--- src/design/polya_run_length_meter_assert.svh ---
// Assertion macros used by the run-length meter top level.
`ifndef POLYA_RUN_LENGTH_METER_ASSERT_SVH
`define POLYA_RUN_LENGTH_METER_ASSERT_SVH

// Condition holds at every clock edge outside reset.
`define PLRM_ASSERT_ALWAYS(label, cond, msg) \
   label: assert property (@(posedge clock) disable iff (reset) (cond)) \
      else $error(msg);

// Consequent holds in the same cycle as the antecedent.
`define PLRM_ASSERT_IMPLY(label, ante, cons, msg) \
   label: assert property (@(posedge clock) disable iff (reset) (ante) |-> (cons)) \
      else $error(msg);

`endif

--- src/design/plrm_queue.sv ---
// Small FIFO between the front and the back.
module plrm_queue #(
   parameter int WIDTH = 17,
   parameter int DEPTH = 4
) (
   input  logic                       clock,
   input  logic                       reset,
   input  logic                       push,
   input  logic [WIDTH-1:0]           din,
   input  logic                       pop,
   output logic                       valid,
   output logic [WIDTH-1:0]           dout,
   output logic [$clog2(DEPTH+1)-1:0] count
);

   localparam int PTR_W = (DEPTH > 1) ? $clog2(DEPTH) : 1;
   localparam int CW    = $clog2(DEPTH + 1);

   logic [WIDTH-1:0] slot [DEPTH];
   logic [PTR_W-1:0] head_ff, tail_ff;
   logic [CW-1:0]    count_ff;

   always_ff @(posedge clock) begin
      if (reset) begin
         head_ff  <= '0;
         tail_ff  <= '0;
         count_ff <= '0;
      end else begin
         if (push) begin
            tail_ff <= (tail_ff == PTR_W'(DEPTH - 1)) ? '0 : tail_ff + PTR_W'(1);
         end
         if (pop) begin
            head_ff <= (head_ff == PTR_W'(DEPTH - 1)) ? '0 : head_ff + PTR_W'(1);
         end
         if (push && !pop) begin
            count_ff <= count_ff + CW'(1);
         end else if (pop && !push) begin
            count_ff <= count_ff - CW'(1);
         end
      end
   end

   always_ff @(posedge clock) begin
      if (push) begin
         slot[tail_ff] <= din;
      end
   end

   assign valid = (count_ff != '0);
   assign dout  = slot[head_ff];
   assign count = count_ff;

endmodule

--- config.mk ---
export PLATFORM = sky130hd
export DESIGN_NAME = plrm_queue
export DESIGN_NICKNAME = d
export VERILOG_FILES = /design/src/design/polya_run_length_meter_assert.svh /design/src/design/plrm_queue.sv
export SDC_FILE = /design/constraint.sdc
export NUM_CORES = 1
export LEC_CHECK = 0
export BUFFER_PORTS_ARGS = -buffer_cell sky130_fd_sc_hd__buf_2
export CAP_MARGIN = 20
export CORE_MARGIN = 3
export CORE_UTILIZATION = 53
export CTS_BUF_LIST = sky130_fd_sc_hd__clkbuf_8
export DETAILED_ROUTE_END_ITERATION = 12
export PLACE_DENSITY_LB_ADDON = 0.3
export SKIP_CTS_REPAIR_TIMING = 1
export SLEW_MARGIN = 20
export SYNTH_ARGS = -nofsm -noshare
export SYNTH_HDL_FRONTEND = slang
export SYNTH_SLANG_ARGS = --single-unit
--- constraint.sdc ---
create_clock -name clock -period 1.3 [get_ports clock]
set_input_delay 0.13 -clock clock [delete_from_list [all_inputs] [get_ports clock]]
set_output_delay 0.13 -clock clock [all_outputs]
set_load 0.05 [all_outputs]
# Yosys cells after proc, flatten, opt, wreduce, memory -nomap -nowiden
# Memory sizes are Yosys's and may differ from the RTL's. A register that Yosys moved wholly into a read port is not among the register bits.
# Index checks and enable logic that the tools add are counted.
# W data, S select, Z words.
[classes] add_sub_neg=4 eq_ne=2 n_mux=8 n_reduce_logical=6
[op_table] op="$mux W2" n=4
[op_table] op="$mux W3" n=2
[op_table] op="$add A2 B1 Y2 const B" n=2
[op_table] op="$eq A2 B2 Y1 const B" n=2
[op_table] op="$add A3 B1 Y3 const B" n=1
[op_table] op="$reduce_bool A3 Y1" n=1
[op_table] op="$sub A3 B1 Y3 const B" n=1
[op_table] op="$logic_and A1 B1 Y1" n=2
[op_table] op="$logic_not A1 Y1" n=2
[op_table] op="$mux W1" n=2
[op_table] op="$reduce_bool A2 Y1" n=1
[totals] register_bits=7 mem_bits_rw=68 inputBits=21 output_inout_bits=21 word_cells=24 mem_count=1
[mem_list] name="slot" words=4 width=17 read_ports=1 rd_ports_with_merged_regs=1 wr=1 line="plrm_queue.sv:19" text="logic [WIDTH-1:0] slot [DEPTH];"

# Depth between registers and ports, before layout
[depth] ltp_word=4 ltp_mapped=7 mapped_depth_nobuf=7

# Worst setup path before layout
# No wires, ideal clock.
[synth_timing] kind="register -> register" from="reg count_ff[0] (netlist: count[0])" to="reg count_ff[2] (netlist: count[2])" setup_time_ns=0.070 t_arrival_ns=1.551 required_time_ns=1.230 slack_ns=-0.321 stages_incl_launch_ff=5 n_path_buf=0 synth_period_minus_slack_ns=1.621 cell_sequence="dfxtp_1 fa_1 xor2_1 or3_1 a21oi_1"
[synth_via] elab_chain_cells=3 elab_cells_between_ends=4 classes_between="add/sub: 2; mux: 2"
[synth_lines] item="start: declaration" line="plrm_queue.sv:21" text="logic [CW-1:0] count_ff;"
[synth_lines] item="start signal: assignment" line="plrm_queue.sv:36" text="count_ff <= count_ff + CW'(1);"
[synth_lines] item="start signal: assignment" line="plrm_queue.sv:38" text="count_ff <= count_ff - CW'(1);"
[synth_lines] item="$sub A3 B1 Y3" line="plrm_queue.sv:38"
[synth_lines] item="$mux W3" line="plrm_queue.sv:37" text="end else if (pop && !push) begin"
[synth_lines] item="$mux W3 *" line="plrm_queue.sv:35" text="if (push && !pop) begin"
# Mark *: on every way between the ends. The rest lies on a longest branch, timed or not. The select of a mux whose other input is x is not followed.
# A chain may end at the register's enable or synchronous reset.

==> impl_metrics.json <==
{
  "outcome": "finished, violations left",
  "violations": "negative setup slack",
  "worst_ep_arrival_time_ps": 1580,
  "grtUsageTotal": 0.176,
  "crit_path_cell_trace": "clkbuf_16, mux4_2, buf_6",
  "tightest_slew_ps": 278,
  "via_count": 1476,
  "grt_pass1_vias": 1564,
  "clk_path_buf_depth": 2,
  "grt_max_degree": 18,
  "h-tree-depth": 3,
  "synth_edf_count": 68,
  "seq_area_frac_synth": 0.759,
  "final_cells": 275,
  "synth_top_area_share": 0.697,
  "fill_cells": 326,
  "layout_setup_ws_ps": -411,
  "numCtsBuffers": 9,
  "critPathMaxStageDelay_ps": 510,
  "dp_cells": 253,
  "slew_viol_final": 0,
  "synthesis.nets": 161,
  "critPathCaptureType": "primary output",
  "ff_latch_area_um2": 2240,
  "cp_slowest_cell": "mux4_2",
  "synth_area_um2": 2930,
  "finalHoldViolCount": 0,
  "ctsRootBufferMaster": "clkbuf_8",
  "required_ps": 1170,
  "synthTopCellsByArea": "edfxtp_1 (70%), mux4_2 (7.7%), mux4_1 (6.3%)",
  "dp_slack_ps": -300,
  "worst-setup-path-type": "flip-flop to primary output",
  "grt_setup_unrepaired": "yes",
  "yosysTopAreaCell": "edfxtp_1",
  "synthTopCellsByCount": "edfxtp_1 (68), mux4_2 (10), dfxtp_1 (9)",
  "drtAntennaViolNets": 0,
  "worst-r2r-setup-slack_ps": -100,
  "drt_iter0_markers": 73,
  "synth-main-ff-cell": "edfxtp_1",
  "start_util": 0.559,
  "fp.dieArea_um2": 6450,
  "crit_fanout": 5,
  "ir_drop_uv": 910,
  "ys_types": 18,
  "finalCritPeriodShare": 1.32,
  "slew_headroom": 0.814,
  "finalWirelength_um": 5350,
  "synth.avg_cell_area_um2": 22.0,
  "power_leakage_nw": 1.36,
  "cts_sinks": 77,
  "cts_tree": "built",
  "die_width_um": 80.3,
  "place_congestion": 0.728,
  "drive_above_1_share": 0.473,
  "final_util": 0.706,
  "power_density_nw_per_um2": 1460,
  "coreArea_um2": 5240,
  "final_nets": 228,
  "cp_num_buf_inv": 2,
  "clock-skew-final_ps": 5.92,
  "insertion_delay_ps": 340,
  "finalCriticalPeriod_ps": 1710,
  "async_flop_share": 0,
  "synth_most_common_cell": "edfxtp_1",
  "start_kind": "flip-flop",
  "via_per_inst": 5.37,
  "yosysWarningCount": 0,
  "multi_input_area_um2": 651,
  "fin_area_um2": 3700,
  "wl_per_cell_um": 19.5,
  "fin_setup_tns_ps": -6890,
  "drv_cap": 0,
  "ys_ff_latch": 77,
  "io_pins": 42,
  "antenna_cells": 0,
  "rows": 26,
  "grt_pass1_wl_um": 7890,
  "die_y_um": 80.3,
  "hold_class": "input pin to flip-flop",
  "drc": 0,
  "placedInstanceArea_um2": 3320,
  "path_delay_family": "multiplexers",
  "antenna_found_initial": 0,
  "synthCells": 133,
  "finalSetupViolCount": 19,
  "cts.clk_slew.worst_paths_ps": 70,
  "hpwl_um": 3460,
  "max_freq_mhz": 584,
  "first_pass_iters": 4,
  "area_growth_pct": 26.3,
  "grt_overflow_total": 0,
  "io_buffer_count": 41
}
power by group:
part,switching [mW],leakage (nW),internal (mW),total (mW)
logic,0.610,0.553,0.441,1.05
clock network,0.760,0.104,0.705,1.47
registers,0.0514,0.701,2.82,2.87
total,1.42,1.36,3.96,5.38
cell families (layout without fill, tap and decap cells):
logic type               count (synthesis)  in the layout  share of synthesized area
AO/OA/AOI/OAI                            4              4                    0.00683
flip-flops                              77             77                      0.759
buffers and inverters                    9             81                     0.0205
adder cells (fa/ha/maj)                  7              7                     0.0325
XOR/XNOR                                 2              2                    0.00598
multiplexers                            20             20                      0.150
AND/OR/NAND/NOR                         14             14                     0.0256
layout make-up:
type | instances | share of cell area
multi-input combinational | 47 | 0.176
clock buffer | 10 | 0.0372
tap | 70 | 0.0237
inverter | 5 | 0.00507
clock inverter | 6 | 0.00609
timing repair buffer | 60 | 0.147
sequential | 77 | 0.605
layer usage:
layer  vias to the layer above  track usage  share of wire
li1                        666            -              -
met1                       764        0.182           0.39
met2                        40        0.319           0.56
met3                         6       0.0617          0.041
met4                         0       0.0743          0.010
met5                         -            0              0
flip-flops by register name, summed over array words and instances (netlist names), named ones only:
signal   flops
count        3
head_ff      2
slot        68
tail_ff      2
stage by stage:
step	total power, mW	hold slack [ps]
global route	5.58	1.92
floorplan	3.53	193
finish	5.38	7.68
global placement	3.74	339
detailed placement	3.79	350
CTS	5.22	-9.41
cells in the final DEF, fill, tap and decap left out, drive strengths merged, types with 4 or more instances in the layout:
cell         count
dlygate4sd3      4
nor2             6
inv             11
clkbuf          12
buf             54
ha               6
mux4            17
edfxtp          68
dfxtp            9
and2             4
path summary, 6_finish.rpt:
check	from	to	depth (start not counted)
setup / recovery	flip-flop	dout[4]	3
hold / removal	din[1]	slot[1][1]	1
setup reg to reg	count[1]	count[2]	4
hold reg to reg	count[2]	count[2]	2
Power figures use the tool's default switching activity.
