<file path="src/design/polya_run_length_meter_assert.svh">
// Assertion macros used by the run-length meter top level.
`ifndef POLYA_RUN_LENGTH_METER_ASSERT_SVH
`define POLYA_RUN_LENGTH_METER_ASSERT_SVH

// Condition holds at every clock edge outside reset.
`define PLRM_ASSERT_ALWAYS(label, cond, msg) \
   label: assert property (@(posedge clock) disable iff (reset) (cond)) \
      else $error(msg);

// Consequent holds in the same cycle as the antecedent.
`define PLRM_ASSERT_IMPLY(label, ante, cons, msg) \
   label: assert property (@(posedge clock) disable iff (reset) (ante) |-> (cons)) \
      else $error(msg);

`endif

</file>
<file path="src/design/plrm_pkg.sv">
// Shared constants and types of the poly(A) run-length meter.
package plrm_pkg;

   localparam int CYCLE_DEPTH_DEF = 1024;
   localparam int SCORE_MAX       = 255;

   localparam int OPC_W    = 1;
   localparam int TIDX_W   = 10;
   localparam int CUT_W    = 8;
   localparam int SCORE_W  = 8;
   localparam int CNT_W    = 11;
   localparam int WEIGHT_W = 12;
   localparam int TAIL_W   = 12;
   localparam int SUM_W    = 12;
   localparam int BEST_W   = 11;
   localparam int FRAC_W   = 8;

   localparam int ROUND_HALF = 1 << (FRAC_W - 1);
   localparam int TAIL_CAP   = (1 << TAIL_W) - 1;

   localparam logic signed [SUM_W-1:0] SUM_HI = 12'sd2047;
   localparam logic signed [SUM_W-1:0] SUM_LO = -12'sd2047;

   localparam logic [OPC_W-1:0] OP_LOAD   = 1'b0;
   localparam logic [OPC_W-1:0] OP_SAMPLE = 1'b1;

   localparam int CSR_IDX_W  = 2;
   localparam int CSR_DATA_W = 12;
   localparam logic [CSR_IDX_W-1:0] CSR_CUTOFF_COUNT    = 2'd0;
   localparam logic [CSR_IDX_W-1:0] CSR_DOWNHILL_WEIGHT = 2'd1;
   localparam logic [CSR_IDX_W-1:0] CSR_MINIMUM_LENGTH  = 2'd2;

   localparam int QUEUE_DEPTH = 4;
   localparam int QCNT_W      = $clog2(QUEUE_DEPTH + 1);

   // Classified sample, as it travels from the front to the back.
   typedef struct packed {
      logic first;
      logic last;
      logic nondark;
      logic down;
      logic hit;
      logic up;
   } plrm_flags_type;

endpackage

</file>
<file path="src/design/plrm_channels.sv">


interface plrm_rsp_if import plrm_pkg::*; ();
   logic                valid;
   logic                ready;
   logic [TAIL_W-1:0]   tail_length;
   logic                run_found;
   logic                meets_minimum;

   modport source (output valid, tail_length, run_found, meets_minimum, input ready);
   modport sink   (input valid, tail_length, run_found, meets_minimum, output ready);
endinterface

</file>
<file path="src/design/plrm_result.sv">
// Length pipeline: extension distance, weighting, rounding, saturation, output register.
module plrm_result import plrm_pkg::*; #(
   parameter int CYCLE_DEPTH = CYCLE_DEPTH_DEF
) (
   input  logic                                  clock,
   input  logic                                  reset,
   input  logic                                  snap_valid,
   output logic                                  snap_ready,
   input  logic signed [$clog2(2*CYCLE_DEPTH):0] snap_bp,
   input  logic signed [$clog2(2*CYCLE_DEPTH):0] snap_ee,
   input  logic [WEIGHT_W-1:0]                   downhill_weight,
   input  logic [TAIL_W-1:0]                     minimum_length,
   plrm_rsp_if.source                            rsp
);

   localparam int POS_W  = $clog2(2 * CYCLE_DEPTH);
   localparam int PROD_W = POS_W + WEIGHT_W;
   localparam int TW     = PROD_W + 1;

   logic                  a_v_ff, b_v_ff, c_v_ff, o_v_ff;
   logic                  a_free, b_free, c_free, o_free;
   logic signed [POS_W:0] a_bp_ff, a_ee_ff;
   logic signed [POS_W:0] a_dist;
   logic [POS_W-1:0]      b_d_ff, b_bp1_ff, c_bp1_ff;
   logic                  b_ext_ff, b_found_ff, c_ext_ff, c_found_ff;
   logic [PROD_W-1:0]     c_prod_ff;
   logic [TW-1:0]         frac, tail_full;
   logic [TAIL_W-1:0]     tail_sat;
   logic [TAIL_W-1:0]     o_tail_ff;
   logic                  o_found_ff, o_meets_ff;

   assign o_free     = !o_v_ff || rsp.ready;
   assign c_free     = !c_v_ff || o_free;
   assign b_free     = !b_v_ff || c_free;
   assign a_free     = !a_v_ff || b_free;
   assign snap_ready = a_free;

   assign a_dist = a_ee_ff - a_bp_ff;

   // Round half up, add to best position plus one when extended, saturate.
   assign frac      = (TW'(c_prod_ff) + TW'(ROUND_HALF)) >> FRAC_W;
   assign tail_full = TW'(c_bp1_ff) + (c_ext_ff ? frac : '0);
   assign tail_sat  = (tail_full > TW'(TAIL_CAP)) ? TAIL_W'(TAIL_CAP) : TAIL_W'(tail_full);

   always_ff @(posedge clock) begin
      if (reset) begin
         a_v_ff <= 1'b0;
         b_v_ff <= 1'b0;
         c_v_ff <= 1'b0;
         o_v_ff <= 1'b0;
      end else begin
         if (a_free) a_v_ff <= snap_valid;
         if (b_free) b_v_ff <= a_v_ff;
         if (c_free) c_v_ff <= b_v_ff;
         if (o_free) o_v_ff <= c_v_ff;
      end
   end

   always_ff @(posedge clock) begin
      if (a_free && snap_valid) begin
         a_bp_ff <= snap_bp;
         a_ee_ff <= snap_ee;
      end
      if (b_free && a_v_ff) begin
         b_d_ff     <= POS_W'(a_dist);
         b_bp1_ff   <= POS_W'(a_bp_ff + (POS_W + 1)'(1));
         b_ext_ff   <= !a_ee_ff[POS_W] && !a_bp_ff[POS_W];
         b_found_ff <= !a_bp_ff[POS_W];
      end
      if (c_free && b_v_ff) begin
         c_prod_ff  <= PROD_W'(b_d_ff) * PROD_W'(downhill_weight);
         c_bp1_ff   <= b_bp1_ff;
         c_ext_ff   <= b_ext_ff;
         c_found_ff <= b_found_ff;
      end
      if (o_free && c_v_ff) begin
         o_tail_ff  <= tail_sat;
         o_found_ff <= c_found_ff;
         o_meets_ff <= tail_sat >= minimum_length;
      end
   end

   assign rsp.valid         = o_v_ff;
   assign rsp.tail_length   = o_tail_ff;
   assign rsp.run_found     = o_found_ff;
   assign rsp.meets_minimum = o_meets_ff;

endmodule
</file>
<file path="src/flat_wrapper.sv">
// flat-port wrapper written by rule: the top's interface ports become plain ports
module plrm_result_flat import plrm_pkg::*;
#(
   parameter int CYCLE_DEPTH = CYCLE_DEPTH_DEF
)
  (clock, reset, snap_valid, snap_ready, snap_bp, snap_ee, downhill_weight, minimum_length, rsp_valid, rsp_tail_length, rsp_run_found, rsp_meets_minimum, rsp_ready);
  plrm_rsp_if rsp_i ();
  input  logic clock;
  input  logic reset;
  input  logic snap_valid;
  output logic snap_ready;
  input  logic signed [$clog2(2*CYCLE_DEPTH):0] snap_bp;
  input  logic signed [$clog2(2*CYCLE_DEPTH):0] snap_ee;
  input  logic [WEIGHT_W-1:0] downhill_weight;
  input  logic [TAIL_W-1:0] minimum_length;
  output wire logic [$bits(rsp_i.valid)-1:0] rsp_valid;
  output wire logic [$bits(rsp_i.tail_length)-1:0] rsp_tail_length;
  output wire logic [$bits(rsp_i.run_found)-1:0] rsp_run_found;
  output wire logic [$bits(rsp_i.meets_minimum)-1:0] rsp_meets_minimum;
  input wire logic [$bits(rsp_i.ready)-1:0] rsp_ready;
  assign rsp_valid = rsp_i.valid;
  assign rsp_tail_length = rsp_i.tail_length;
  assign rsp_run_found = rsp_i.run_found;
  assign rsp_meets_minimum = rsp_i.meets_minimum;
  assign rsp_i.ready = rsp_ready;
  plrm_result #(.CYCLE_DEPTH(CYCLE_DEPTH)) u_core (.clock(clock), .reset(reset), .snap_valid(snap_valid), .snap_ready(snap_ready), .snap_bp(snap_bp), .snap_ee(snap_ee), .downhill_weight(downhill_weight), .minimum_length(minimum_length), .rsp(rsp_i));
endmodule
</file>
<file path="config.mk">
export PLATFORM = sky130hd
export DESIGN_NAME = plrm_result_flat
export DESIGN_NICKNAME = d
export VERILOG_FILES = /design/src/design/polya_run_length_meter_assert.svh /design/src/design/plrm_pkg.sv /design/src/design/plrm_channels.sv /design/src/design/plrm_result.sv /design/src/flat_wrapper.sv
export SDC_FILE = /design/constraint.sdc
export NUM_CORES = 1
export LEC_CHECK = 0
export ABC_AREA = 1
export BUFFER_PORTS_ARGS = -buffer_cell sky130_fd_sc_hd__buf_2
export CORE_UTILIZATION = 48
export DETAILED_ROUTE_END_ITERATION = 12
export PLACE_DENSITY = 0.75
export SYNTH_ARGS = -nofsm -noshare
export SYNTH_HDL_FRONTEND = slang
export SYNTH_SLANG_ARGS = --single-unit
</file>
<file path="constraint.sdc">
create_clock -name clock -period 9.2 [get_ports clock]
set_clock_uncertainty 0.1 [all_clocks]
set_input_delay 0.92 -clock clock [delete_from_list [all_inputs] [get_ports clock]]
set_output_delay 0.92 -clock clock [all_outputs]
set_load 0.02 [all_outputs]
</file>
After elaboration in Yosys (flattened, before gate mapping)
Cells that the tools add are included.
- memory bits (read-only): 0
- memories kept: 0
- input bits: 52
- memory bits (writable): 0
- bits in latches: 0
- bits in registers: 102
- logic and storage cells: 41
- reductions and logical operators: 15
- div/mod/pow operators: 0
- bitwise gates (word level): 0
- shifts and indexed selects: 0
- equality and inequality tests: 0
- multiplexer cells: 2
- $mul: 1
- order comparisons: 2
- add/subtract/negate cells: 4
- operators by type and width (cell ; number):
    $add A11 B24 Y24 ; 1
    $add A23 B8 Y24 const B ; 1
    $gt A24 B12 Y1 const B ; 1
    $mul A11 B12 Y23 ; 1
    $mux W16 ; 1
    $ge A12 B12 Y1 ; 1
    $mux W12 ; 1
    $add A11 B2 Y11 const B ; 1
    $sub A11 B11 Y11 ; 1
    $logic_not A1 Y1 ; 6
    $logic_and A1 B1 Y1 ; 5
    $logic_or A1 B1 Y1 ; 4

Logic depth before layout (Yosys ltp)
Gate-level depths: netlist of run 1.
- depth in word-level cells: 6
- gate-level depth with buffers: 25

Worst setup path after synthesis of run 1
No wires, ideal clock.
- path type: in2reg
- start point: input downhill_weight[5]
- end point: register u_core.c_prod_ff[20], data pin
- stages: 19
- slack: 3.836 ns
- required time: 8.839 ns
- arrival time: 5.003 ns
- cell sequence: clkbuf_1 > nand2_1 > inv_1 > fa_1 > inv_1 > fa_1 > inv_1 > fa_1 > fa_1 > inv_1 > fa_1 > inv_1 > ha_1 > a21o_1 > a31oi_1 > o21ai_0 > nand2_1 > nand3_1 > xor2_1
- cells in the longest elaborated chain, start to end: 1
- ends and longest elaborated chain (item ; RTL line ; source):
    start: declaration ; flat_wrapper.sv:14 ; input logic [WEIGHT_W-1:0] downhill_weight;
    $mul A11 B12 Y23 ; plrm_result.sv:71 ; c_prod_ff <= PROD_W'(b_d_ff) * PROD_W'(downhill_weight);
    end signal: assignment ; plrm_result.sv:71 ;
    end: declaration ; plrm_result.sv:26 ; logic [PROD_W-1:0] c_prod_ff;
No other way between the ends.
A chain may end at the register's enable or synchronous reset.

Worst setup path after layout of run 1
- start point: input downhill_weight[0]
- end point: register u_core.c_prod_ff[13], data pin
Same word-level chain as after synthesis.

==> results by group, run 1 <==
Status
  – Status: completed

Layout
  – Number of nets in the finished design: 1392
  – Ant diodes: 0
  – Final Core Density: 0.5345
  – Share of final-layout standard cells stronger than drive strength 1: 0.09639
  – Count of fill cells added during filler insertion: around 1800
  – Area added between synthesis and finish: 8.908%

Global routing
  – Total global routing track utilization: 0.2054
  – Vias in the first global route: 7169
  – Maximum number of pins on one net before global-route repair: 30
  – Global-route wire length before repair: 32.89 mm
  – Global-route congestion overflow total: 0
  – Number of antenna violations at the first check in global routing: 0

Synthesis
  – Number of storage elements in the synthesis netlist: between 90 and 100
  – Post-synth EDFFs: 91
  – Async set-reset flop share out of synthesis: 0
  – Share of the synthesized area in the top cell type: 0.2861
  – Ys flop type: edfxtp_1
  – Combined area of all synthesized cells: between 9000 and 10000 µm²
  – Library cell occupying the most area in the post-synthesis netlist: edfxtp_1
  – Proportion of synthesized chip area in sequential cells: 0.2945
  – Synthesized netlist net count: 1340
  – Number of warnings printed during yosys synthesis: 0
  – Count of mapped cells out of synthesis: 1105
  – Mean post-synth cell area: 8.644 µm²
  – Cell types occupying the most area after synthesis: edfxtp_1, fa_1, ha_1
  – Post-synth cell types: 38

Floorplanning
  – Floorplan die area: 20470 µm²
  – Std-Cell Core Area: ~19000 µm²
  – Die X: 143.1 µm
  – Number of top-level pins: between 60 and 70
  – Number of core rows: 51
  – Initial Util: 0.4908
  – Height of the die: 143.1 µm

Clocking
  – Root cell of the clock tree: clkbuf_16
  – Resize count post-CTS: 0
  – Post-CTS repair timing setup buffer count: 0
  – Reg clk slew, reported paths: 0.07 ns
  – Source-to-sink clock delay at the later pin of the worst-skew pair: around 0.35 ns
  – Htree depth: 3
  – Maximum buffer depth of the clock tree: 2
  – Number of hold buffers added after CTS: 0
  – Clock buffers created by TritonCTS: 9
  – Clock tree from TritonCTS: built
  – Sinks on the clock net: 95

STA
  – Minimum period implied by the final worst setup slack: 5.291 ns
  – Unrepaired setup endpoints after global routing: no
  – Fin. max-slew vios: 0
  – Setup-violating endpoint count in the final report: 0
  – Final Cycle Share: 0.5751
  – Setup TNS after final layout: 0 ns
  – Final hold viol count: 0
  – Relative slew slack: 0.2589
  – Worst Tran Pin Value: 1.111 ns
  – Maximum achievable frequency: approximately 190 MHz

Place
  – Number of buffer cells added on primary ports: 67
  – Final GP Congestion: just over 0.9
  – Hpwl dp: 15.84 mm

Detailed routing
  – Vias per cell: between 4 and 5
  – Number of nets still failing antenna checks after routing: 0
  – DRT Wirelength: ~19 mm
  – Drc violations: 0
  – Number of vias after detailed routing: 7121
  – DRC violation total after the first TritonRoute iteration: 498
  – Iteration count of the initial detailed-routing pass: 5
  – Wire length per cell: approximately 13 µm

Power
  – Maximum vdd ir drop: 0.2082 mV
  – Power per cell area: 293.2 nW/µm²
  – Standby leakage power: 5.426 nW

Worst setup path
  – Arrival time reported for the critical path endpoint: 5.29 ns
  – Sum of buffers and inverters on the critical path: 4
  – Worst endpoint required time: about 9.2 ns
  – Cells along the critical path: buf_2 > nand2_1 > fa_1 > fa_1 > inv_1 > fa_1 > inv_1 > fa_1 > inv_1 > fa_1 > ha_1 > nand2_1 > nand2_1 > a21boi_0 > o21ai_0 > a21oi_1 > xnor2_1
  – Nature of the critical path startpoint: primary input
  – Setup Crit Path Kind: in2reg
  – Kind of cell with the highest combined delay on the critical path: adder cells
  – CP max stage delay: ~0.55 ns
  – Type of element capturing the critical path: register
  – Crit-path max FO: 10
  – CP max-delay cell: fa_1
  – Cell repeated most along the worst path: fa_1

Job
  – Max-capacitance violation count: 0

Min path
  – Class of the most critical hold timing path: reg2reg
==> cell families after synthesis <==
| family | Yosys count | synth area share |
|---|---|---|
| xor+xnor | 43 | 0.03943 |
| compound gates | 90 | 0.05476 |
| flops | 95 | 0.2945 |
| fa+ha+maj | 183 | 0.3105 |
| buf+inv | 290 | 0.1162 |
| simple gates | 404 | 0.1847 |
==> metrics by stage <==
| step | total power [mW] | hold WS [ns] | std cells | area (µm²) | setup WS, ns |
|---|---|---|---|---|---|
| after floorplan | 2.196 | 0.3003 | 1105 | 9552 | 3.836 |
| after global placement | 2.656 | 0.3025 | 1411 | 10100 | 3.565 |
| after detailed placement | 2.677 | 0.3054 | 1411 | 10100 | 3.533 |
| after CTS | 3.067 | 0.3217 | 1427 | 10400 | 3.915 |
| after global routing | 3.379 | 0.3243 | 1427 | 10400 | 3.593 |
| final | 3.050 | 0.3199 | 1427 | 10400 | 3.909 |
==> synthesized netlist by cell type (3+ instances only) <==
| master | instances |
|---|---|
| a21boi_0 | 3 |
| o21ai_0 | 19 |
| nand2_2 | 3 |
| nor2_1 | 57 |
| nor3_1 | 14 |
| dfxtp_1 | 4 |
| nand2_1 | 256 |
| nand4_1 | 10 |
| a21o_1 | 6 |
| fa_1 | 90 |
| xor2_1 | 28 |
| nand3_1 | 38 |
| o21bai_1 | 3 |
| nand3_2 | 15 |
| xnor2_1 | 15 |
| edfxtp_1 | 91 |
| a21oi_1 | 44 |
| nand3b_1 | 3 |
| inv_1 | 262 |
| ha_1 | 93 |
| nor2_4 | 3 |
| a31oi_1 | 6 |
| clkbuf_1 | 21 |
| nor2_2 | 3 |
==> power by group <==
group | total [mW] | internal [mW] | switching [mW]
combinational | 2.01 | 0.767 | 1.25
sequential | 0.669 | 0.616 | 0.0536
clock | 0.366 | 0.198 | 0.169
total | 3.05 | 1.58 | 1.47
==> sequential cells by signal (all words and copies together), names as in the netlist, 11 cells and up <==
signal	cells
u_core.a_bp_ff	12
u_core.a_ee_ff	12
u_core.b_bp1_ff	11
u_core.b_d_ff	11
u_core.c_bp1_ff	11
u_core.c_prod_ff	16
u_core.rsp.tail_length	12
==> path summary, 6_finish.rpt <==
check / from / endpoint / slack, ns / cells past startpoint
min reg2reg: u_core.b_bp1_ff[1] / u_core.c_bp1_ff[1] / 0.32 / 0
max reg2reg: u_core.b_d_ff[7] / u_core.c_prod_ff[13] / 3.98 / 16
max: downhill_weight[0] / u_core.c_prod_ff[13] / 3.91 / 17
min: u_core.b_bp1_ff[1] / u_core.c_bp1_ff[1] / 0.32 / 0
==> area by class of cell <==
cell class                 instances  area, µm²  share of cell area
clock inverter                     6      61.31            0.005894
timing repair buffer              67      335.3             0.03223
multi-input combinational        720       5632              0.5414
clock buffer                      10      239.0             0.02297
sequential                        95       2813              0.2704
inverter                         264      991.0             0.09526
tap                              265      331.6             0.03187
==> layout by cell type, fill, tap and decap left out, types with 3 or more instances in the layout <==
| cell | count |
|---|---|
| inv_6 | 3 |
| a21o_1 | 6 |
| nor2_1 | 56 |
| buf_2 | 67 |
| inv_1 | 262 |
| nand3_1 | 38 |
| xor2_1 | 28 |
| fa_1 | 90 |
| clkbuf_16 | 9 |
| nand2_1 | 256 |
| nand3b_1 | 3 |
| nor2_4 | 3 |
| nand4_1 | 10 |
| nor3_1 | 14 |
| a21oi_1 | 44 |
| nor2_2 | 4 |
| a21boi_0 | 3 |
| nand3_2 | 15 |
| ha_1 | 93 |
| xnor2_1 | 15 |
| a31oi_1 | 6 |
| edfxtp_1 | 91 |
| o21ai_0 | 19 |
| dfxtp_1 | 4 |
| nand2_2 | 3 |
| o21bai_1 | 3 |
==> per-layer routing <==
layer / global-route usage / vias to the layer above / routed length (µm)
met5: 0 / - / 0
met4: 0.05659 / 0 / 387
met3: 0.03320 / 40 / 1113
met2: 0.3520 / 211 / 9377
met1: 0.2678 / 3330 / 8293
li1: - / 3540 / -
(Power assumes the default switching activity.)
==> inputs of run 2 (changes only) <==
--- a/config.mk
+++ b/config.mk
@@ -9,7 +9,7 @@
 export BUFFER_PORTS_ARGS = -buffer_cell sky130_fd_sc_hd__buf_2
 export CORE_UTILIZATION = 48
 export DETAILED_ROUTE_END_ITERATION = 12
-export PLACE_DENSITY = 0.75
+export PLACE_DENSITY = 0.77
 export SYNTH_ARGS = -nofsm -noshare
 export SYNTH_HDL_FRONTEND = slang
 export SYNTH_SLANG_ARGS = --single-unit
==> constraint.sdc (replaced) <==
create_clock -name clock -period 4.4 [get_ports clock]
set_clock_uncertainty 0.1 [all_clocks]
set_input_delay 0.44 -clock clock [delete_from_list [all_inputs] [get_ports clock]]
set_output_delay 0.44 -clock clock [all_outputs]
set_load 0.02 [all_outputs]
==> run 2 against run 1 <==
Compared with the run above: the run now ends with setup timing left; die area unchanged; via count up 6.4%; register-to-register slack worse by 4.4 ns; wire length up 9.3%; total power rose to 2.8 times the previous value; cell count up 6.2%; clock power up 98%; critical path depth up 3; global-route usage up 0.78 points.
==> results by group, run 2 (same netlist as run 1, synthesis figures left out) <==
Power
  – Standby leakage power: 5.957 nW (was 5.426 nW)
  – Power per cell area: 729.0 nW/µm² (was 293.2 nW/µm²)
  – Sum of internal, switching and leakage power: 8.447 mW (was 3.050 mW)
  – Maximum vdd ir drop: 0.7164 mV (was 0.2082 mV)

STA
  – Relative slew slack: 0.2372 (was 0.2589)
  – Minimum period implied by the final worst setup slack: 4.800 ns
  – Worst Tran Pin Value: 1.143 ns (was 1.111 ns)
  – Setup-violating endpoint count in the final report: 14 (was 0)
  – Maximum achievable frequency: ~210 MHz
  – Least setup slack across all paths after layout: -0.3997 ns (was 3.909 ns)
  – Setup TNS after final layout: -4.310 ns (was 0 ns)
  – Final hold viol count: 0 (unchanged)
  – Final Cycle Share: 1.091
  – Unrepaired setup endpoints after global routing: yes (was no)
  – Worst hold slack across all endpoints: 0.1633 ns (was 0.3199 ns)
  – Fin. max-slew vios: 0 (unchanged)

Place
  – Worst slack at placement: -0.5182 ns (was 3.533 ns)
  – Hpwl dp: 16.65 mm (was 15.84 mm)
  – Instance area after placement: 10800 µm² (was 10100 µm²)
  – Number of buffer cells added on primary ports: 67 (unchanged)
  – Total instance count after detailed placement: 1482 (was 1411)
  – Final GP Congestion: 0.9300 (was 0.9162)

Detailed routing
  – Vias per cell: 4.999 (was 4.990)
  – Wire length per cell: 13.82 µm (was 13.43 µm)
  – DRC violation total after the first TritonRoute iteration: 467 (was 498)
  – Number of vias after detailed routing: 7579 (was 7121)
  – Iteration count of the initial detailed-routing pass: 5 (unchanged)
  – DRT Wirelength: 20.95 mm (was 19.17 mm)
  – Number of nets still failing antenna checks after routing: 0 (unchanged)
  – Drc violations: 0 (unchanged)

Worst setup path
  – Crit-path max FO: 5 (was 10)
  – Type of element capturing the critical path: register (unchanged)
  – CP max-delay cell: fa_1 (unchanged)
  – Nature of the critical path startpoint: register (was primary input)
  – R2R Setup Slk: -0.40 ns (was 3.98 ns)
  – CP max stage delay: 0.54 ns (was 0.55 ns)
  – Arrival time reported for the critical path endpoint: 4.81 ns (was 5.29 ns)
  – Setup Crit Path Kind: reg2reg (was in2reg)
  – Worst endpoint required time: 4.41 ns (was 9.20 ns)
  – Cells along the critical path: buf_6 > nand2_1 > fa_1 > fa_2 > fa_1 > inv_1 > fa_1 > inv_1 > fa_1 > inv_2 > ha_4 > a21o_1 > a31oi_4 > nor2_1 > nor2_1 > nand2_1 > nand2_2 > nand2_2 > nand2_1 > nand2_1 (was buf_2 > nand2_1 > fa_1 > fa_1 > inv_1 > fa_1 > inv_1 > fa_1 > inv_1 > fa_1 > ha_1 > nand2_1 > nand2_1 > a21boi_0 > o21ai_0 > a21oi_1 > xnor2_1)

Clocking
  – Source-to-sink clock delay at the later pin of the worst-skew pair: 0.35 ns (about the same)
  – Htree depth: 3 (unchanged)
  – Clock tree from TritonCTS: built (unchanged)
  – Sinks on the clock net: 95 (unchanged)
  – Maximum buffer depth of the clock tree: 2 (unchanged)
  – Root cell of the clock tree: clkbuf_16 (unchanged)
  – Number of hold buffers added after CTS: 0 (unchanged)
  – Reg clk slew, reported paths: 0.07 ns (about the same)
  – Clock buffers created by TritonCTS: 9 (unchanged)

Floorplanning
  – Number of top-level pins: 68 (unchanged)
  – Initial Util: 0.4908 (unchanged)
  – Number of core rows: 51 (unchanged)
  – Std-Cell Core Area: 19460 µm² (unchanged)
  – Die X: 143.1 µm (unchanged)
  – Height of the die: 143.1 µm (unchanged)
  – Floorplan die area: 20470 µm² (unchanged)

Global routing
  – Global-route congestion overflow total: 0 (unchanged)
  – Vias in the first global route: 7367 (was 7169)
  – Number of antenna violations at the first check in global routing: 0 (unchanged)
  – Global-route wire length before repair: 33.93 mm (was 32.89 mm)
  – Total global routing track utilization: 0.2131 (was 0.2054)
  – Maximum number of pins on one net before global-route repair: 30 (unchanged)

Layout
  – Max FFs per register: 16 (unchanged)
  – Final Core Density: 0.5954 (was 0.5345)
  – Most common cell after layout, fill and taps aside: inv_1 (unchanged)
  – Highest-count cells in the layout ignoring fill and taps: inv_1, nand2_1, edfxtp_1 (was inv_1, nand2_1, ha_1)
  – Final standard cell count with taps included and fillers excluded: 1516 (was 1427)
  – Share of final-layout standard cells stronger than drive strength 1: 0.2318 (was 0.09639)
  – Ant diodes: 0 (unchanged)
  – Register with the highest flop count: u_core.c_prod_ff (unchanged)
  – Area added between synthesis and finish: 21.31% (was 8.908%)
  – Number of nets in the finished design: 1481 (was 1392)
  – Final cell area excluding filler cells: 11590 µm² (was 10400 µm²)

Job
  – Max-capacitance violation count: 0 (unchanged)

Status
  – Failing checks: setup timing
  – Status: complete, but fails checks (was completed)

Min path
  – Class of the most critical hold timing path: in2reg (was reg2reg)
-- run 2: worst max-delay path: cells and delay by family, from the launching register on --
kind                       cells  cell delay, ns
AOI/OAI and AO/OA              2            0.40
and+or+nand+nor                8            0.57
buffers and inverters          4            0.32
DFF                            1            0.51
adders and majority gates      6            2.66
-- run 2: worst paths after layout --
path,to,cells after the start,startpoint
worst min register to register,u_core.c_bp1_ff[8],0,u_core.b_bp1_ff[8]
worst max register to register,u_core.c_prod_ff[18],20,u_core.b_d_ff[3]
worst max-delay path,u_core.c_prod_ff[18],20,u_core.b_d_ff[3]
worst min-delay path,u_core.a_bp_ff[2],1,snap_bp[2]
-- run 2: power by group --
part	internal, mW	switching [mW]
sequential	1.29	0.0858
clock	0.383	0.340
combinational	2.93	3.42
total	4.60	3.85
-- run 2: what timing repair did --
item | 4_1_cts | 5_1_grt
hold endpoints to repair | 0 | 0
pin swaps | 22 | 51
setup buffers | 5 | 15
gates resized for setup | 12 | 87
endpoints found under the setup margin | 15 | 17
-- run 2: layout make-up --
| class | count | area (µm²) |
|---|---|---|
| Fill cell | 1612 | 7875 |
| Multi-Input combinational cell | 720 | 6076 |
| Sequential cell | 95 | 2813 |
| Timing Repair Buffer | 156 | 1104 |
| Inverter | 264 | 991.0 |
| Tap cell | 265 | 331.6 |
| Clock buffer | 9 | 225.2 |
| Clock inverter | 7 | 47.55 |
-- run 2: per-layer routing --
| metal | part of all wire | GRT usage | vias to the layer above |
|---|---|---|---|
| li1 | - | - | 3715 |
| met1 | 0.43 | 0.2748 | 3593 |
| met2 | 0.50 | 0.3674 | 231 |
| met3 | 0.049 | 0.03186 | 40 |
| met4 | 0.023 | 0.06678 | 0 |
| met5 | 0 | 0 | - |
