**config.mk**
```make
export PLATFORM = sky130hd
export DESIGN_NAME = plrm_back
export DESIGN_NICKNAME = d
export VERILOG_FILES = /design/src/design/polya_run_length_meter_assert.svh /design/src/design/plrm_pkg.sv /design/src/design/plrm_back.sv
export SDC_FILE = /design/constraint.sdc
export NUM_CORES = 1
export LEC_CHECK = 0
export BUFFER_PORTS_ARGS = -buffer_cell sky130_fd_sc_hd__buf_2
export CORE_ASPECT_RATIO = 1.2
export CORE_MARGIN = 2
export CORE_UTILIZATION = 64
export DETAILED_ROUTE_END_ITERATION = 10
export PLACE_DENSITY = 0.87
export SYNTH_ARGS = -nofsm -noshare
export SYNTH_HDL_FRONTEND = slang
export SYNTH_SLANG_ARGS = --single-unit
```
**constraint.sdc**
```tcl
create_clock -name clock -period 9.62 [get_ports clock]
set_clock_uncertainty 0.05 [all_clocks]
set_input_delay 1.443 -clock clock [delete_from_list [all_inputs] [get_ports clock]]
set_output_delay 1.443 -clock clock [all_outputs]
set_load 0.05 [all_outputs]
```
**src/design/polya_run_length_meter_assert.svh**
```systemverilog
// Assertion macros used by the run-length meter top level.
`ifndef POLYA_RUN_LENGTH_METER_ASSERT_SVH
`define POLYA_RUN_LENGTH_METER_ASSERT_SVH

// Condition holds at every clock edge outside reset.
`define PLRM_ASSERT_ALWAYS(label, cond, msg) \
   label: assert property (@(posedge clock) disable iff (reset) (cond)) \
      else $error(msg);

// Consequent holds in the same cycle as the antecedent.
`define PLRM_ASSERT_IMPLY(label, ante, cons, msg) \
   label: assert property (@(posedge clock) disable iff (reset) (ante) |-> (cons)) \
      else $error(msg);

`endif

```
**src/design/plrm_pkg.sv**
```systemverilog
// Shared constants and types of the poly(A) run-length meter.
package plrm_pkg;

   localparam int CYCLE_DEPTH_DEF = 1024;
   localparam int SCORE_MAX       = 255;

   localparam int OPC_W    = 1;
   localparam int TIDX_W   = 10;
   localparam int CUT_W    = 8;
   localparam int SCORE_W  = 8;
   localparam int CNT_W    = 11;
   localparam int WEIGHT_W = 12;
   localparam int TAIL_W   = 12;
   localparam int SUM_W    = 12;
   localparam int BEST_W   = 11;
   localparam int FRAC_W   = 8;

   localparam int ROUND_HALF = 1 << (FRAC_W - 1);
   localparam int TAIL_CAP   = (1 << TAIL_W) - 1;

   localparam logic signed [SUM_W-1:0] SUM_HI = 12'sd2047;
   localparam logic signed [SUM_W-1:0] SUM_LO = -12'sd2047;

   localparam logic [OPC_W-1:0] OP_LOAD   = 1'b0;
   localparam logic [OPC_W-1:0] OP_SAMPLE = 1'b1;

   localparam int CSR_IDX_W  = 2;
   localparam int CSR_DATA_W = 12;
   localparam logic [CSR_IDX_W-1:0] CSR_CUTOFF_COUNT    = 2'd0;
   localparam logic [CSR_IDX_W-1:0] CSR_DOWNHILL_WEIGHT = 2'd1;
   localparam logic [CSR_IDX_W-1:0] CSR_MINIMUM_LENGTH  = 2'd2;

   localparam int QUEUE_DEPTH = 4;
   localparam int QCNT_W      = $clog2(QUEUE_DEPTH + 1);

   // Classified sample, as it travels from the front to the back.
   typedef struct packed {
      logic first;
      logic last;
      logic nondark;
      logic down;
      logic hit;
      logic up;
   } plrm_flags_type;

endpackage

```
**src/design/plrm_back.sv**
```systemverilog
// Back end: running sum, best position and downhill extension of one read.
module plrm_back import plrm_pkg::*; #(
   parameter int CYCLE_DEPTH = CYCLE_DEPTH_DEF
) (
   input  logic                                   clock,
   input  logic                                   reset,
   input  logic                                   q_valid,
   input  plrm_flags_type                         flags,
   input  logic [$clog2(2*CYCLE_DEPTH)-1:0]       rpos,
   output logic                                   pop,
   output logic                                   snap_valid,
   input  logic                                   snap_ready,
   output logic signed [$clog2(2*CYCLE_DEPTH):0]  snap_bp,
   output logic signed [$clog2(2*CYCLE_DEPTH):0]  snap_ee
);

   localparam int POS_W = $clog2(2 * CYCLE_DEPTH);
   localparam logic signed [POS_W:0] NEG_ONE = {(POS_W + 1){1'b1}};

   logic signed [SUM_W-1:0] sum_ff, sum_in, b_sum;
   logic [BEST_W-1:0]       best_ff, best_in, b_best;
   logic signed [POS_W:0]   bp_ff, bp_in, b_bp;
   logic signed [POS_W:0]   ee_ff, ee_in, b_ee;
   logic                    ext_ff, ext_in, b_ext;
   logic signed [POS_W:0]   rpos_s;

   assign rpos_s = $signed({1'b0, rpos});

   always_comb begin
      b_sum  = sum_ff;
      b_best = best_ff;
      b_bp   = bp_ff;
      b_ee   = ee_ff;
      b_ext  = ext_ff;
      if (flags.first) begin
         b_sum  = '0;
         b_best = '0;
         b_bp   = NEG_ONE;
         b_ee   = NEG_ONE;
         b_ext  = 1'b0;
      end

      sum_in  = b_sum;
      best_in = b_best;
      bp_in   = b_bp;
      ee_in   = b_ee;
      ext_in  = b_ext;

      // Extend over lit samples while downhill, stop at the first without it.
      if (b_ext && flags.nondark) begin
         if (flags.down) begin
            ee_in = rpos_s;
         end else begin
            ext_in = 1'b0;
         end
      end

      if (flags.hit) begin
         if (flags.up) begin
            if (b_sum < SUM_HI) begin
               sum_in = b_sum + SUM_W'(1);
            end
         end else begin
            if (b_sum > SUM_LO) begin
               sum_in = b_sum - SUM_W'(1);
            end
         end
         if (sum_in > $signed({1'b0, b_best})) begin
            best_in = BEST_W'(sum_in);
            bp_in   = rpos_s;
            ee_in   = NEG_ONE;
            ext_in  = 1'b1;
         end
      end
   end

   // Advance every sample; a closing sample waits for room in the length pipe.
   assign pop        = q_valid && (!flags.last || snap_ready);
   assign snap_valid = q_valid && flags.last;
   assign snap_bp    = bp_in;
   assign snap_ee    = ee_in;

   always_ff @(posedge clock) begin
      if (reset) begin
         sum_ff  <= '0;
         best_ff <= '0;
         bp_ff   <= NEG_ONE;
         ee_ff   <= NEG_ONE;
         ext_ff  <= 1'b0;
      end else if (pop) begin
         sum_ff  <= sum_in;
         best_ff <= best_in;
         bp_ff   <= bp_in;
         ee_ff   <= ee_in;
         ext_ff  <= ext_in;
      end
   end

endmodule

```
== After elaboration in Yosys (flattened, before gate mapping) ==
Index checks and enable logic that the tools add are counted.
W data, S select, Z words.

* Logic and storage cells: 37
* Memory bits (writable): 0
* Latch bits: 0
* Input bits: 21
* Memories: 0
* Register bits: 48
* Bits in read-only memories: 0
* Output and inout bits: 26

* $mul: 0
* Reductions and logical operators: 5
* Bitwise operators: 0
* Shifts and indexed selects: 0
* Order comparisons: 3
* Mux-type cells: 22
* Add/subtract/negate cells: 2
* Div/mod/pow operators: 0
* Equal/unequal tests: 0

{| class="wikitable"
|+ Operator list
! cell !! count
|-
| $mux W12 || 14
|-
| $mux W11 || 3
|-
| $add A12 B2 Y12 const B || 1
|-
| $gt A12 B12 Y1 || 1
|-
| $gt A12 B12 Y1 const B || 1
|-
| $lt A12 B12 Y1 const B || 1
|-
| $sub A12 B2 Y12 const B || 1
|-
| $mux W1 || 5
|-
| $logic_and A1 B1 Y1 || 3
|-
| $logic_not A1 Y1 || 1
|-
| $logic_or A1 B1 Y1 || 1
|}

== Longest topological paths before layout ==
Gate-level depths: netlist of the first run.

* Depth in word-level cells: 8
* Gate-level depth with buffers: 22
* Mapped depth without buffers: 17

== Least setup slack after synthesis of the first run ==
OpenSTA, ideal clock, no wires.

* Path type: input -> output
* Start: in flags[5] (netlist name)
* End: out snap_bp[10]
* Arrival: 6,156 ps
* Buffers on the path: 4
* Cell stages on the path: 20
* Path slack: 1,971 ps
* Required time: 8,127 ps
* Path through: clkbuf_1 clkbuf_1 inv_1 clkbuf_1 nand2_1 inv_1 ha_1 and3b_1 a41oi_1 nand4_1 nor2b_1 o32ai_1 inv_1 ha_1 nand4_1 o31ai_1 o21a_1 nand2_2 buf_2 o21ai_0

* Longest elaborated chain between the ends: 8
* Elaborated cells on any way between the ends: 14
* Classes of those cells: 2 x add/sub; 3 x order compare; 9 x mux

{| class="wikitable"
|+ Ends and longest elaborated chain
! element !! RTL line !! text
|-
| start: declaration || plrm_back.sv:8 || <nowiki>input plrm_flags_type flags,</nowiki>
|-
| $mux W12 || plrm_back.sv:35 || <nowiki>if (flags.first) begin</nowiki>
|-
| $sub A12 B2 Y12 (tied with other cells) || plrm_back.sv:65 || <nowiki>sum_in = b_sum - SUM_W'(1);</nowiki>
|-
| $mux W12, on equally long branches || plrm_back.sv:64, plrm_back.sv:60 ||
|-
| $mux W12 || plrm_back.sv:59 || <nowiki>if (flags.up) begin</nowiki>
|-
| $mux W12 || plrm_back.sv:58 || <nowiki>if (flags.hit) begin</nowiki>
|-
| $gt A12 B12 Y1 || plrm_back.sv:68 || <nowiki>if (sum_in > $signed({1'b0, b_best})) begin</nowiki>
|-
| $mux W12 || plrm_back.sv:68 ||
|-
| $mux W12 (*) || plrm_back.sv:58 ||
|-
| end: declaration || plrm_back.sv:13 || <nowiki>output logic signed [$clog2(2*CYCLE_DEPTH):0] snap_bp,</nowiki>
|}

Every way passes the cells marked *; elsewhere a longest branch is shown, timed or not. The select of a mux whose other input is x is not followed.

== Worst setup path after layout of the first run ==
* Start: in flags[5] (netlist name)
* End: out snap_bp[0]

Same word-level chain as after synthesis.

==> results of run 1 <==
## final timing paths
kind	start	end	depth (start not counted)
setup / recovery	flags[5]	snap_bp[0]	17
hold / removal	best_ff[0]$_SDFFE_PP0P_	best_ff[0]$_SDFFE_PP0P_	2
hold reg to reg	best_ff[0]$_SDFFE_PP0P_	best_ff[0]$_SDFFE_PP0P_	2
setup reg to reg	sum_ff[1]$_SDFFE_PP0P_	ee_ff[0]$_SDFFE_PP1P_	15
## metrics by stage
step,util,instances
6_report,0.715,605
5_1_grt,0.715,605
2_1_floorplan,-,509
3_3_place_gp,0.701,598
3_5_place_dp,0.701,598
4_1_cts,0.715,605
## power by group through the flow
stage               combinational (mW)  sequential (mW)  clock [mW]
finish                           0.205            0.218       0.116
global route                     0.220            0.218       0.125
CTS                              0.202            0.217       0.117
detailed placement               0.200            0.221           0
global placement                 0.198            0.221           0
floorplan                        0.161            0.215           0
## flip-flops by register name, summed over array words and instances, names as in the netlist
| signal | flops |
|---|---|
| ext_ff | 1 |
| sum_ff | 12 |
| ee_ff | 12 |
| bp_ff | 12 |
| best_ff | 11 |
## synth_stat cells, drive strengths merged (3+ instances only)
master	instances
o21a	4
buf	15
a221oi	22
a22o	3
nor2b	6
xnor2	3
a31oi	3
nand3	18
o211ai	8
or3	4
ha	14
and3	8
nor2	41
or4	4
nand4	9
a211o	3
o221ai	3
and3b	3
nand3b	3
a211oi	5
dfxtp	48
o41ai	3
or2	14
clkbuf	30
a21o	3
a21boi	3
a221o	3
nor4	20
o21ai	57
nand2	34
inv	27
nor3	43
a21oi	20
## logic make-up (layout without fill, tap and decap cells)
kind of cell / Yosys count / count (layout)
adder cells (fa/ha/maj): 14 / 14
flip-flops: 48 / 48
AO/OA/AOI/OAI: 155 / 155
AND/OR/NAND/NOR: 215 / 215
buffers and inverters: 73 / 89
multiplexers: 1 / 1
XOR/XNOR: 3 / 3
## area by class of cell
| class | count | area, µm² |
|---|---|---|
| Tap cell | 80 | 100 |
| Clock inverter | 1 | 5.00 |
| Inverter | 28 | 105 |
| Timing Repair Buffer | 54 | 290 |
| Fill cell | 476 | 1630 |
| Multi-Input combinational cell | 388 | 2540 |
| Clock buffer | 6 | 72.6 |
| Sequential cell | 48 | 961 |
## layout by cell type (no fill, tap or decap), types with 5 or more instances in the layout
cell,count
a21oi_1,20
nor2_1,40
nor4_1,18
nand3_1,18
o21ai_0,34
buf_2,46
dfxtp_1,48
nor3_1,42
buf_4,8
ha_1,14
clkbuf_8,5
nand4_1,8
a221oi_2,21
o211ai_1,8
o21ai_1,23
and3_1,8
inv_1,27
nand2_1,33
nor2b_1,6
or2_2,13
## routing by layer
layer,GRT usage,up-vias
met4,0.211,0
li1,-,1929
met2,0.564,219
met3,0.0501,43
met1,0.411,1897
met5,0,-
## worst max-delay path, stage by stage
cell      delay [ns]
buf_2           0.81
nor2b_1         0.24
inv_1           0.17
ha_1            0.30
nor2_1          0.11
nor4_2          0.34
a21boi_0        0.25
a21boi_0        0.23
o21ai_0         0.19
ha_1            0.39
nand4_1         0.15
o31ai_1         0.32
o21a_1          0.34
nand2_2         0.26
buf_4           0.33
o21ai_1         0.19
buf_2           0.29
==> flow_summary.json, run 1 <==
{
  "synth_top_family_by_area": "compound AO/OA/AOI/OAI gates",
  "switchingPower_mw": 0.221,
  "drt_iter0_drc": 289,
  "clkPwrFrac": 0.216,
  "cp_data_required_time_ns": 8.13,
  "p_leak_nw": 1.53,
  "drc": 0,
  "synth_top_area_share": 0.251,
  "synth_edf_count": 0,
  "grt_max_degree": 66,
  "die_h_um": 88.8,
  "rsz0062_at_grt": "no",
  "synthTopCellsByArea": "dfxtp_1, a221oi_2, nor3_1, ha_1, o21ai_0",
  "diodes": 0,
  "clock_latency_ns": 0.30,
  "async_flop_share": 0,
  "swShare": 0.410,
  "wl_met3_um": 767,
  "cts_buffers": 5,
  "drtPass1Iterations": 5,
  "p_total_mw": 0.539,
  "htree_levels": 2,
  "syn-num-nets": 544,
  "worstSetupStartpointType": "primary input",
  "maxSlewViolCount": 0,
  "holdWs_ns": 0.451,
  "drv_cap": 0,
  "finalWirelength_mm": 10.9,
  "dpl.hpwl_mm": 7.69,
  "period_minus_slack_ns": 7.88,
  "top_layer_used": "met4",
  "viasPerCell": 6.76,
  "finalInstanceArea_um2": 4080,
  "placed_area_um2": 4000,
  "rows": 30,
  "status": "finished clean",
  "regToRegSetupSlack_ns": 4.61,
  "p_int_mw": 0.318,
  "num_vias": 4088,
  "ys_seq_area_frac": 0.251,
  "syn_area_um2": 3830,
  "ctsLongestPathBuffers": 2,
  "cts_tree": "built",
  "synth_top_area_cell": "dfxtp_1",
  "seq_power_share": 0.404,
  "ant_nets": 0,
  "setup_tns_ns": 0,
  "fmax_mhz": 127,
  "grt_util_all_layers": 0.341,
  "layout-drive-gt1-share": 0.206,
  "synthMuxAreaShare": 0.00261,
  "cp_max_fo": 65,
  "overflow": 0,
  "grt_pass1_wl_mm": 17.7,
  "routedWlPerCell_um": 18.1,
  "critical_path_class": "in -> out",
  "synth_compound_area_frac": 0.309,
  "ioPinCount": 47,
  "cellPowerDensity_nw_per_um2": 132,
  "nets": 560,
  "crit_path_end_kind": "output pin",
  "hold_violations": 0,
  "syn-mean-instance-area_um2": 7.53,
  "hold_class": "reg -> reg",
  "met2WireLength_mm": 5.36,
  "cts-hold-fix-buffers": 0,
  "io_buffers": 46,
  "die-area_um2": 6620,
  "arrival_ns": 6.39,
  "dp_slack_ns": 1.88,
  "gp_congestion": 1.05,
  "setup_viol": 0,
  "post_cts_resize_count": 0,
  "power_frac_comb": 0.381,
  "wl_met1_mm": 4.26,
  "worst_slack_ns": 1.74,
  "die_x_um": 74.6,
  "yosys_most_used_dff": "dfxtp_1",
  "post_cts_buffers": 0,
  "worst_ir_drop_vdd_mv": 0.0889,
  "slew_headroom": 0.218,
  "worst_slew_pin_slew_ns": 1.17,
  "core_region_area_um2": 5710,
  "yosys_warnings": 0,
  "fin_crit_sh": 0.819,
  "synthSimpleGateAreaFrac": 0.300,
  "root_buffer": "clkbuf_8",
  "start_util": 0.671,
  "post_synth_num_cell_types": 67,
  "clkTransAtPathRegs_ns": 0.08,
  "antenna_found_initial": 0,
  "synthToLayoutAreaGrowth_pct": 6.43,
  "synth_fa_ha_area_frac": 0.0457,
  "cts_sinks": 48,
  "ys_ff_latch": 48,
  "synth-xor-area-share": 0.00686,
  "postSynthCellCount": 509,
  "grt_pass1_vias": 3749
}
Power figures use the tool's default switching activity.
==> run 2, diff against run 1 <==
CORE_UTILIZATION = 59   (was 64)
PLACE_DENSITY = 0.81   (was 0.87)
clock period = 8 ns   (was 9.62 ns; I/O delays follow)
==> run 2 against run 1 <==
  * Wire length grew 1.7%
  * Final area grew 0.71%
  * Sequential power grew 20%
  * Via count grew 1.5%
  * Non-clock buffer count grew 1
  * Critical path type unchanged
  * Utilization shrank 7.0 points
  * Largest cell class unchanged
  * Critical path depth grew 3
  * Die area grew 8.0%
==> flow_summary.json, run 2 (synthesis gave the netlist of run 1 again) <==
{
  "status": "finished clean",
  "power_frac_comb": 0.380,
  "slew_headroom": 0.199,
  "cpPeakStageDelay_ns": 0.51,
  "period_minus_slack_ns": 7.31,
  "arrival_ns": 6.06,
  "dp_slack_ns": 0.574,
  "start_util": 0.602,
  "clock_latency_ns": 0.30,
  "viasPerCell": 6.78,
  "p_leak_nw": 1.54,
  "cp_slowest_cell": "nand2_2",
  "swShare": 0.411,
  "final_util": 0.645,
  "crit_path_end_kind": "output pin",
  "regToRegSetupSlack_ns": 3.09,
  "drtPass1Iterations": 5,
  "routedWlPerCell_um": 18.2,
  "r2r_cells": 15,
  "holdPathStages": 2,
  "hold_violations": 0,
  "worstHoldStart": "best_ff[0]$_SDFFE_PP0P_",
  "core_region_area_um2": 6370,
  "drv_cap": 0,
  "cellPowerDensity_nw_per_um2": 159,
  "critical_path_class": "in -> out",
  "fill_cells": 561,
  "clkTransAtPathRegs_ns": 0.09,
  "rsz0062_at_grt": "no",
  "root_buffer": "clkbuf_8",
  "finalWirelength_mm": 11.1,
  "grt_pass1_wl_mm": 18.5,
  "maxSlewViolCount": 0,
  "io_buffers": 46,
  "dpl.hpwl_mm": 7.83,
  "cp_data_required_time_ns": 6.75,
  "worst_ir_drop_vdd_mv": 0.122,
  "cp_max_fo": 38,
  "reg.largest.list": "bp_ff x12, ee_ff x12, sum_ff x12",
  "hold_class": "reg -> reg",
  "nets": 561,
  "ant_nets": 0,
  "mostFrequentLayoutCell": "dfxtp_1",
  "mostFrequentLayoutCells": "dfxtp_1, buf_2, nor3_1",
  "min_to": "best_ff[0]$_SDFFE_PP0P_",
  "fmax_mhz": 137,
  "setup_viol": 0,
  "die_x_um": 77.6,
  "fin_crit_sh": 0.913,
  "ctsLongestPathBuffers": 2,
  "seq_power_share": 0.399,
  "worst_slew_pin_slew_ns": 1.20,
  "crit_path_cell_trace": "buf_2, inv_1, buf_4, nand2_1, inv_1, ha_1, and3b_1, a41oi_1, nand4_1, nor2b_1, o32ai_1, inv_1, ha_1, nand4_1, o31ai_1, o21a_1, nand2_2, buf_4, o21ai_1, buf_2",
  "num_vias": 4149,
  "setup_tns_ns": 0,
  "worst_slack_ns": 0.693,
  "diodes": 0,
  "grt_pass1_vias": 3862,
  "drc": 0,
  "grt_util_all_layers": 0.316,
  "grt_max_degree": 62,
  "layout-drive-gt1-share": 0.209,
  "gp_congestion": 1.05,
  "cts-hold-fix-buffers": 0,
  "reg2reg_to": "ee_ff[0]$_SDFFE_PP1P_",
  "cp_common_cell": "inv_1",
  "overflow": 0,
  "worstSetupStartpointType": "primary input",
  "htree_levels": 2,
  "drt_iter0_drc": 277,
  "synthToLayoutAreaGrowth_pct": 7.18,
  "switchingPower_mw": 0.269,
  "die_h_um": 92.3,
  "clkPwrFrac": 0.221,
  "r2r_start": "sum_ff[1]$_SDFFE_PP0P_",
  "cts_sinks": 48,
  "rows": 32,
  "p_int_mw": 0.385,
  "cts_buffers": 5,
  "ioPinCount": 47,
  "antenna_found_initial": 0,
  "die-area_um2": 7160,
  "cts_tree": "built"
}
==> run 2: how the worst max path moves through the flow <==
stage	startpoint	to	slack (ns)	depth (start not counted)
3_5_place_dp	flags[5]	snap_ee[0]	0.57	20
3_3_place_gp	flags[5]	snap_ee[0]	0.59	20
5_1_grt	flags[5]	snap_ee[0]	0.24	20
4_1_cts	flags[5]	snap_ee[0]	0.56	20
6_report	flags[5]	snap_ee[0]	0.69	20
2_1_floorplan	flags[5]	snap_bp[10]	0.84	20
==> run 2: power by group through the flow <==
stage / Combinational, mW / Clock (mW) / Sequential (mW)
finish: 0.249 / 0.144 / 0.261
global route: 0.269 / 0.152 / 0.263
CTS: 0.246 / 0.145 / 0.261
detailed placement: 0.244 / 0 / 0.266
global placement: 0.241 / 0 / 0.266
floorplan: 0.194 / 0 / 0.259
==> run 2: area by class of cell <==
cell class | count | area [µm²] | share of cell area
Inverter | 28 | 105 | 0.0256
Multi-Input combinational cell | 388 | 2550 | 0.621
Clock buffer | 7 | 76.3 | 0.0186
Clock inverter | 1 | 8.76 | 0.00213
Tap cell | 85 | 106 | 0.0259
Sequential cell | 48 | 961 | 0.234
Timing Repair Buffer | 55 | 298 | 0.0725
==> run 2: metal layers <==
layer / GRT usage / routed length [µm]
met2: 0.541 / 5280
met5: 0 / 0
met1: 0.374 / 4470
met3: 0.0404 / 694
met4: 0.189 / 664
==> run 2: repair_timing <==
action | 4_1_cts | 5_1_grt
endpoints found under the setup margin | 0 | 2
gates resized for setup | 0 | 1
setup buffers | 0 | 0
==> run 2: worst max-delay path: cells and delay by family <==
kind                     cells  cell delay, ns
buffers and inverters        7            1.47
AO/OA/AOI/OAI                5            1.54
adder cells (fa/ha/maj)      2            0.53
AND/OR/NAND/NOR              6            1.28
==> run 2: metrics by stage <==
step                hold slack [ns]  area [µm²]  instances  total power [mW]
floorplan                     0.405        3830        509             0.452
global placement              0.427        4010        604             0.507
detailed placement            0.422        4010        604             0.510
CTS                           0.442        4100        612             0.652
global route                  0.480        4110        612             0.684
finish                        0.442        4110        612             0.655
==> run 3, diff against run 2 <==
CELL_PAD_IN_SITES_DETAIL_PLACEMENT = 0   (was not set)
CELL_PAD_IN_SITES_GLOBAL_PLACEMENT = 1   (was not set)
CORE_UTILIZATION = 43   (was 59)
PLACE_DENSITY = not set   (was 0.81)
PLACE_DENSITY_LB_ADDON = 0.1   (was not set)
==> run 3 against run 2 <==
  * Final cell count grew 5.4%
  * Setup slack better by 0.36 ns
  * First-iteration DRC count is 8.3% higher
  * Maximum frequency grew 5.2%
  * Final area increased by 1.3%
  * Critical path depth fell by 3
  * Via count shrank 3.0%
  * Sequential share of layout area shrank 0.30 points
  * Flip-flop and latch count did not move
  * Non-clock buffer count is 2 higher
  * Utilization shrank 16 points
  * Critical path type unchanged
  * Highest routed layer unchanged
==> flow_summary.json, run 3 (synthesis gave the netlist of run 1 again) <==
{
  "diodes": 0,
  "post_cts_buffers": 0,
  "worst_ir_drop_vdd_mv": 0.0788,
  "nets": 563,
  "cts_buffers": 5,
  "core_region_area_um2": 8610,
  "setup_viol": 0,
  "rsz0062_at_grt": "no",
  "grt_max_degree": 62,
  "mostFrequentLayoutCells": "dfxtp_1, buf_2, nor3_1",
  "p_total_mw": 0.668,
  "die-area_um2": 9680,
  "root_buffer": "clkbuf_8",
  "finalWirelength_mm": 12.2,
  "ant_nets": 0,
  "ff_latch_area_um2": 961,
  "clkTransAtPathRegs_ns": 0.10,
  "rows": 37,
  "regToRegSetupSlack_ns": 3.18,
  "die_h_um": 107,
  "die_x_um": 90.2,
  "reg2reg_to": "best_ff[10]$_SDFFE_PP0P_",
  "slew_headroom": 0.444,
  "synthToLayoutAreaGrowth_pct": 8.59,
  "status": "finished clean",
  "io_buffers": 46,
  "dp_slack_ns": 1.09,
  "gp_congestion": 0.934,
  "drc": 0,
  "crit_path_end_kind": "output pin",
  "r2r_cells": 15,
  "mostFrequentLayoutCell": "dfxtp_1",
  "fill_cells": 904,
  "cp_data_required_time_ns": 6.75,
  "multi_input_area_um2": 2540,
  "p_leak_nw": 1.55,
  "worstHoldStart": "best_ff[4]$_SDFFE_PP0P_",
  "drtPass1Iterations": 5,
  "arrival_ns": 5.70,
  "cts_tree": "built",
  "drt_iter0_drc": 300,
  "fin_crit_sh": 0.868,
  "cellPowerDensity_nw_per_um2": 161,
  "worstSetupStartpointType": "primary input",
  "hold_violations": 0,
  "worst_slack_ns": 1.05,
  "routedWlPerCell_um": 18.9,
  "min_to": "best_ff[4]$_SDFFE_PP0P_",
  "grt_util_all_layers": 0.256,
  "layout-drive-gt1-share": 0.212,
  "hold_class": "reg -> reg",
  "dpl.hpwl_mm": 8.47,
  "critical_path_class": "in -> out",
  "period_minus_slack_ns": 6.95,
  "reg.largest.list": "bp_ff x12, ee_ff x12, sum_ff x12",
  "ctsLongestPathBuffers": 2,
  "grt_pass1_wl_mm": 20.3,
  "clock_latency_ns": 0.30,
  "post_cts_resize_count": 0,
  "grt_pass1_vias": 3952,
  "num_vias": 4024,
  "cts-hold-fix-buffers": 0,
  "viasPerCell": 6.24,
  "drv_cap": 0,
  "ioPinCount": 47,
  "start_util": 0.445,
  "cts_sinks": 48,
  "cp_max_fo": 22,
  "r2r_start": "sum_ff[1]$_SDFFE_PP0P_",
  "fmax_mhz": 144,
  "worst_slew_pin_slew_ns": 0.835,
  "maxSlewViolCount": 0,
  "holdPathStages": 2,
  "overflow": 0,
  "antenna_found_initial": 0,
  "setup_tns_ns": 0,
  "htree_levels": 2
}
run 3: cell count changes in the layout (fill, tap and decap cells not counted), sizes merged:
| cell | before | now |
|---|---|---|
| buf | 55 | 57 |
| clkbuf | 7 | 6 |
run 3: how the worst max path moves through the flow:
| stage | slack [ns] | startpoint | end | depth (start not counted) |
|---|---|---|---|---|
| after floorplan | 0.84 | flags[5] | snap_bp[10] | 20 |
| after CTS | 1.08 | flags[5] | snap_bp[10] | 17 |
| final | 1.05 | flags[5] | snap_bp[2] | 17 |
| after detailed placement | 1.09 | flags[5] | snap_bp[10] | 17 |
| after global placement | 1.16 | flags[5] | snap_bp[9] | 17 |
| after global routing | 0.63 | flags[5] | snap_bp[8] | 17 |
run 3: area by class of cell:
cell class                      count  area share
Tap cell                          117      0.0352
Clock inverter                      1     0.00211
Multi-Input combinational cell    388       0.611
Inverter                           28      0.0253
Sequential cell                    48       0.231
Timing Repair Buffer               57      0.0752
Clock buffer                        6      0.0198
run 3: critical path, cell delays in order:
cell	delay, ns
buf_2	0.23
nor2b_1	0.33
ha_1	0.32
nand3b_1	0.16
o41ai_1	0.52
nor3_1	0.16
a211o_1	0.30
o221ai_1	0.13
inv_1	0.08
ha_1	0.30
nand4_1	0.15
o31ai_1	0.32
o21a_1	0.33
nand2_2	0.34
buf_4	0.35
o21ai_1	0.16
buf_2	0.29
run 3: per-stage QoR:
stage	cell area, µm²	std cells	hold WS [ns]	util
after global routing	4160	645	0.480	0.483
after detailed placement	4070	638	0.432	0.473
after CTS	4160	645	0.453	0.483
after global placement	4070	638	0.424	0.473
after floorplan	3830	509	0.405	-
final	4160	645	0.455	0.483
run 3: routing by layer:
layer / up-vias / GRT usage / part of all wire
met5: - / 0 / 0
met2: 132 / 0.465 / 0.50
li1: 1954 / - / -
met1: 1915 / 0.315 / 0.43
met4: 0 / 0.0758 / 0.021
met3: 23 / 0.0350 / 0.050
run 3: where the power goes:
part	switching, mW	internal [mW]
Sequential	0.0123	0.249
Combinational	0.179	0.0743
Clock	0.0848	0.0692
